===== src/hw/rtl/dfe_pkg.sv =====
// Shared types, constants and pixel functions for the dithered framebuffer engine.
package dfe_pkg;

	localparam int SCREEN_WIDTH  = 176;
	localparam int SCREEN_HEIGHT = 176;
	localparam int STORE_SIZE    = SCREEN_WIDTH * SCREEN_HEIGHT;
	localparam int ADDR_W        = $clog2(STORE_SIZE);
	localparam int PIX_W         = 3;

	localparam logic [15:0] COLOR_KEEP_MASK = 16'b1110011100011100;
	localparam logic [15:0] RED_FULL        = 16'hF800;
	localparam logic [15:0] GREEN_FULL      = 16'h07E0;
	localparam logic [15:0] BLUE_FULL       = 16'h001F;

	localparam logic [2:0] BAYER_EVEN_EVEN = 3'd1;
	localparam logic [2:0] BAYER_EVEN_ODD  = 3'd5;
	localparam logic [2:0] BAYER_ODD_EVEN  = 3'd7;
	localparam logic [2:0] BAYER_ODD_ODD   = 3'd3;

	typedef enum logic [1:0] {
		ACT_SET  = 2'd0,
		ACT_GET  = 2'd1,
		ACT_FILL = 2'd2
	} dfe_action_t;

	typedef enum logic [2:0] {
		ST_CLEAR,
		ST_IDLE,
		ST_DISPATCH,
		ST_READ_WAIT,
		ST_FILL,
		ST_DONE
	} dfe_state_t;

	typedef struct packed {
		logic [1:0]  action;
		logic [7:0]  x;
		logic [7:0]  y;
		logic [7:0]  x_end;
		logic [7:0]  y_end;
		logic [15:0] color;
	} dfe_req_t;

	typedef struct packed {
		logic [15:0] pixel_color;
		logic        status;
	} dfe_rsp_t;

	// controller -> datapath
	typedef struct packed {
		logic load;
		logic clear_wr;
		logic pix_wr;
		logic rd_en;
		logic walk_step;
		logic out_load;
	} dfe_cmd_t;

	// datapath -> controller
	typedef struct packed {
		logic [1:0] action;
		logic       on_xy;
		logic       fill_ok;
		logic       fill_last;
		logic       clear_last;
		logic       out_free;
	} dfe_stat_t;

	function automatic logic col_on_screen(input logic [7:0] c);
		return {1'b0, c} < 9'(SCREEN_WIDTH);
	endfunction

	function automatic logic row_on_screen(input logic [7:0] r);
		return {1'b0, r} < 9'(SCREEN_HEIGHT);
	endfunction

	function automatic logic [2:0] bayer_level(input logic y0, input logic x0);
		logic [2:0] lvl;
		case ({y0, x0})
			2'b00:   lvl = BAYER_EVEN_EVEN;
			2'b01:   lvl = BAYER_EVEN_ODD;
			2'b10:   lvl = BAYER_ODD_EVEN;
			default: lvl = BAYER_ODD_ODD;
		endcase
		return lvl;
	endfunction

	// Keep the channel carries: red out of bit 16, green out of 11, blue out of 5.
	function automatic logic [PIX_W-1:0] dither_color(input logic [15:0] color,
			input logic x0, input logic y0);
		logic [2:0]  lvl;
		logic [15:0] spread;
		logic [16:0] sum;
		lvl    = bayer_level(y0, x0);
		spread = (16'(lvl) << 13) | (16'(lvl) << 8) | (16'(lvl) << 2);
		sum    = {1'b0, color & COLOR_KEEP_MASK} + {1'b0, spread};
		return {sum[5], sum[11], sum[16]};
	endfunction

	function automatic logic [15:0] expand_pixel(input logic [PIX_W-1:0] px);
		return (px[0] ? RED_FULL : 16'd0) | (px[1] ? GREEN_FULL : 16'd0) |
			(px[2] ? BLUE_FULL : 16'd0);
	endfunction

endpackage


===== src/hw/rtl/dfe_ctrl.sv =====
// Controller state machine: clearing pass, request dispatch, fill walk and result hand-off.
module dfe_ctrl
	import dfe_pkg::*;
(
	input  logic      clk,
	input  logic      arst_n,
	input  logic      req_valid,
	input  dfe_stat_t stat,
	output logic      req_ready,
	output dfe_cmd_t  cmd
);

	dfe_state_t state_q;
	dfe_state_t state_d;

	always_ff @(posedge clk or negedge arst_n) begin
		if (!arst_n) begin
			state_q <= ST_CLEAR;
		end else begin
			state_q <= state_d;
		end
	end

	always_comb begin
		logic finish;
		finish    = 1'b0;
		state_d   = state_q;
		cmd       = '0;
		req_ready = 1'b0;
		case (state_q)
			ST_CLEAR: begin
				cmd.clear_wr = 1'b1;
				if (stat.clear_last) begin
					state_d = ST_IDLE;
				end
			end
			ST_IDLE: begin
				req_ready = 1'b1;
				if (req_valid) begin
					cmd.load = 1'b1;
					state_d  = ST_DISPATCH;
				end
			end
			ST_DISPATCH: begin
				case (stat.action)
					ACT_SET: begin
						cmd.pix_wr = stat.on_xy;
						finish     = 1'b1;
					end
					ACT_GET: begin
						if (stat.on_xy) begin
							cmd.rd_en = 1'b1;
							state_d   = ST_READ_WAIT;
						end else begin
							finish = 1'b1;
						end
					end
					ACT_FILL: begin
						if (stat.fill_ok) begin
							state_d = ST_FILL;
						end else begin
							finish = 1'b1;
						end
					end
					default: finish = 1'b1;
				endcase
			end
			ST_FILL: begin
				cmd.pix_wr    = 1'b1;
				cmd.walk_step = 1'b1;
				finish        = stat.fill_last;
			end
			ST_READ_WAIT: finish = 1'b1;
			ST_DONE:      finish = 1'b1;
			default:      state_d = ST_IDLE;
		endcase
		// Hand the result over when the output register frees up, else hold in DONE.
		if (finish) begin
			if (stat.out_free) begin
				cmd.out_load = 1'b1;
				state_d      = ST_IDLE;
			end else begin
				state_d = ST_DONE;
			end
		end
	end

endmodule


===== config.mk =====
export PLATFORM = sky130hd
export DESIGN_NAME = dfe_ctrl
export DESIGN_NICKNAME = d
export VERILOG_FILES = /design/src/hw/rtl/dfe_pkg.sv /design/src/hw/rtl/dfe_ctrl.sv
export SDC_FILE = /design/constraint.sdc
export NUM_CORES = 1
export LEC_CHECK = 0
export BUFFER_PORTS_ARGS = -buffer_cell sky130_fd_sc_hd__buf_2
export CORE_AREA = 2 2 39 41
export DETAILED_ROUTE_END_ITERATION = 12
export DIE_AREA = 0 0 41 43
export HOLD_SLACK_MARGIN = 0.15
export PLACE_DENSITY = 0.48
export SLEW_MARGIN = 20
export SYNTH_ARGS = -nofsm -noshare
export SYNTH_HDL_FRONTEND = slang
export SYNTH_SLANG_ARGS = --single-unit
export TNS_END_PERCENT = 20

===== constraint.sdc =====
create_clock -name clk -period 4.4 [get_ports clk]
set_clock_uncertainty 0.05 [all_clocks]
set_input_delay 0.88 -clock clk [delete_from_list [all_inputs] [get_ports clk]]
set_output_delay 0.88 -clock clk [all_outputs]
set_load 0.1 [all_outputs]

==> flow_summary.ini <==
[outcome]
status = finished clean

[global_routing]
antenna_found_initial = 0
grt_start_max_net_pins = 13
grt_usage_pct = 9.347
overflow = 0
grt_first_pass_wirelength_mm = 1.097
grt_pass1_vias = 290

[route]
vias_per_cell = 4.667
routed_wl_um = 743
first_pass_iters = 4
num_vias = 350
wl_per_cell_um = 9.907
drc = 0
drt_iter0_markers = 6
antenna_left = 0

[critical_path]
endpoint_kind = output port
cp.arrival_ns = 2.28
path_buf_inv = 4
path_delay_family = buffers and inverters
r2r_slack_ns = 2.99
cp_cell_sequence = buf_2 -> inv_1 -> ha_1 -> inv_1 -> o211ai_2 -> o311a_1 -> and2_1 -> buf_2
critPathKind = primary input to output port
critPathSlowestCell = buf_2
max_stage_delay_ns = 0.42
required_ns = 3.47
start_kind = primary input
cp_max_fo = 5

[cts]
post-cts-setup-buffer-count = 0
cts-buffers-inserted = 3
cts_tree = done
clock_latency_ns = 0.23
cts.path.max_buffers = 2
postCtsResizedCells = 0
root_buffer = clkbuf_4
cts_sinks = 3
cts_hold_buffers = 0
path_clk_slew_ns = 0.04
htreeDepth = 1

[die]
ios = 17
core_um2 = 1384
die-area_um2 = 1763
die_y_um = 43
core.rowCount = 14
start_util_pct = 24.68
chipWidth_um = 41

[synth]
yosysTopAreaCellShare_pct = 21.98
synthTopCellsByArea = dfrtp_1 (22%), ha_1 (11%), o311a_1 (5.9%), nand2_1 (5.5%), o311ai_2 (4.8%)
syn_avg_cell_area_um2 = 8.331
syn_inst = 41
synth.net_count = 54
ys_types = 23
post-synth-top-area-cell = dfrtp_1
synth.cell_area_um2 = 341.6
ys_seq_area_share_pct = 21.98
ys_warn_count = 0
ys_ff_latch = 3

[timing]
timing.fmax_ghz = 0.3111
worstMarginPinSlew_ns = 0.4882
rsz0062_at_grt = false
relSlewSlack_pct = 67.68
period_minus_slack_ns = 3.215
slew_violations = 0
setup_tns_ns = 0
hold_violations = 0
fin_crit_sh_pct = 73.06
setup_viol = 0

[finish]
synthToLayoutAreaGrowth_pct = 32.60
drive_gt1_share_pct = 38.98
fin_nets = 73
final_cell_mix = buf_2 (16), nand2_1 (5)
num_antenna_cells = 0
reg.largest.list = state_q x3
registers.top_by_ff_count = state_q
final_area_um2 = 452.9
final_common_cell = buf_2
largest_reg_flops = 3

[placed_design]
place_area_um2 = 426.7
io_buffers = 16
finalWeightedCongestion = 0.7214
dp_hpwl_um = 580.4

[worst_hold_path]
hold_path.class = primary input to asynchronous set/reset pin

[power]
irDropWorstVdd_uv = 360.0
p_total_mw = 0.3611
leakagePower_nw = 0.2309
cellPowerDensity_nw_per_um2 = 797.3

[job]
maxCapViolCount = 0
worst paths after layout:
check,depth (start not counted),endpoint,from
hold / removal,1,state_q[2],arst_n
min in group clk,1,state_q[1],state_q[2]
setup / recovery,8,cmd[0],stat[6]
hold reg to reg,1,state_q[1],state_q[2]
max in group asynchronous,1,state_q[1],arst_n
setup reg to reg,3,state_q[2],state_q[1]
routing by layer:
metal	vias to the layer above	part of all wire, %	track usage [%]
li1	182	-	-
met1	152	45	10.65
met2	14	44	14.06
met3	2	9.2	1.571
met4	0	1.9	8.000
met5	-	0	0
through the flow:
step | hold slack [ns] | instances | util (%) | worst slack (ns)
detailed placement | 0.5231 | 71 | 30.83 | 1.185
global route | 0.3706 | 75 | 32.73 | 1.107
global placement | 0.5237 | 71 | 30.83 | 1.158
CTS | 0.3753 | 75 | 32.73 | 1.176
finish | 0.3801 | 75 | 32.73 | 1.185
floorplan | 0.4575 | 41 | - | 0.2868
where the power goes:
| group | switching, mW | total (mW) | internal, mW |
|---|---|---|---|
| Clock | 0.0141 | 0.0481 | 0.0340 |
| Sequential | 0.0249 | 0.0635 | 0.0385 |
| Combinational | 0.186 | 0.250 | 0.0633 |
Yosys cell counts:
master / n
ha_1: 3
o211a_1: 1
mux2i_1: 1
o21ai_0: 2
nor3_1: 2
nand2_1: 5
clkbuf_1: 1
o211ai_2: 1
and3_1: 1
nor2_1: 2
or3_4: 1
nand3_1: 1
buf_6: 1
a21oi_1: 2
o21ai_1: 1
nand2b_1: 2
nor2b_1: 2
o311a_1: 2
o311ai_2: 1
dfrtp_1: 3
a211oi_2: 1
and2_1: 2
inv_1: 3
cell type report:
type / instances / area, um^2
inverters: 3 / 11.26
flip-flops and latches: 3 / 75.07
clock buffers: 4 / 26.28
fillers: 157 / 930.9
repair buffers: 16 / 80.08
well taps: 16 / 20.02
multi-input cells: 33 / 240.2
kinds of logic after synthesis:
group | synth area share (%)
AO/OA/AOI/OAI | 28.20
adder cells (fa/ha/maj) | 10.99
buffers and inverters | 7.691
flip-flops | 21.98
multiplexers | 2.931
AND/OR/NAND/NOR | 28.20
worst reg2reg max path, cell delays in order (launching register included):
cell      delay [ns]
dfrtp_1         0.50
o211ai_2        0.20
o311ai_2        0.36
mux2i_1         0.22
(Power assumes the default switching activity.)
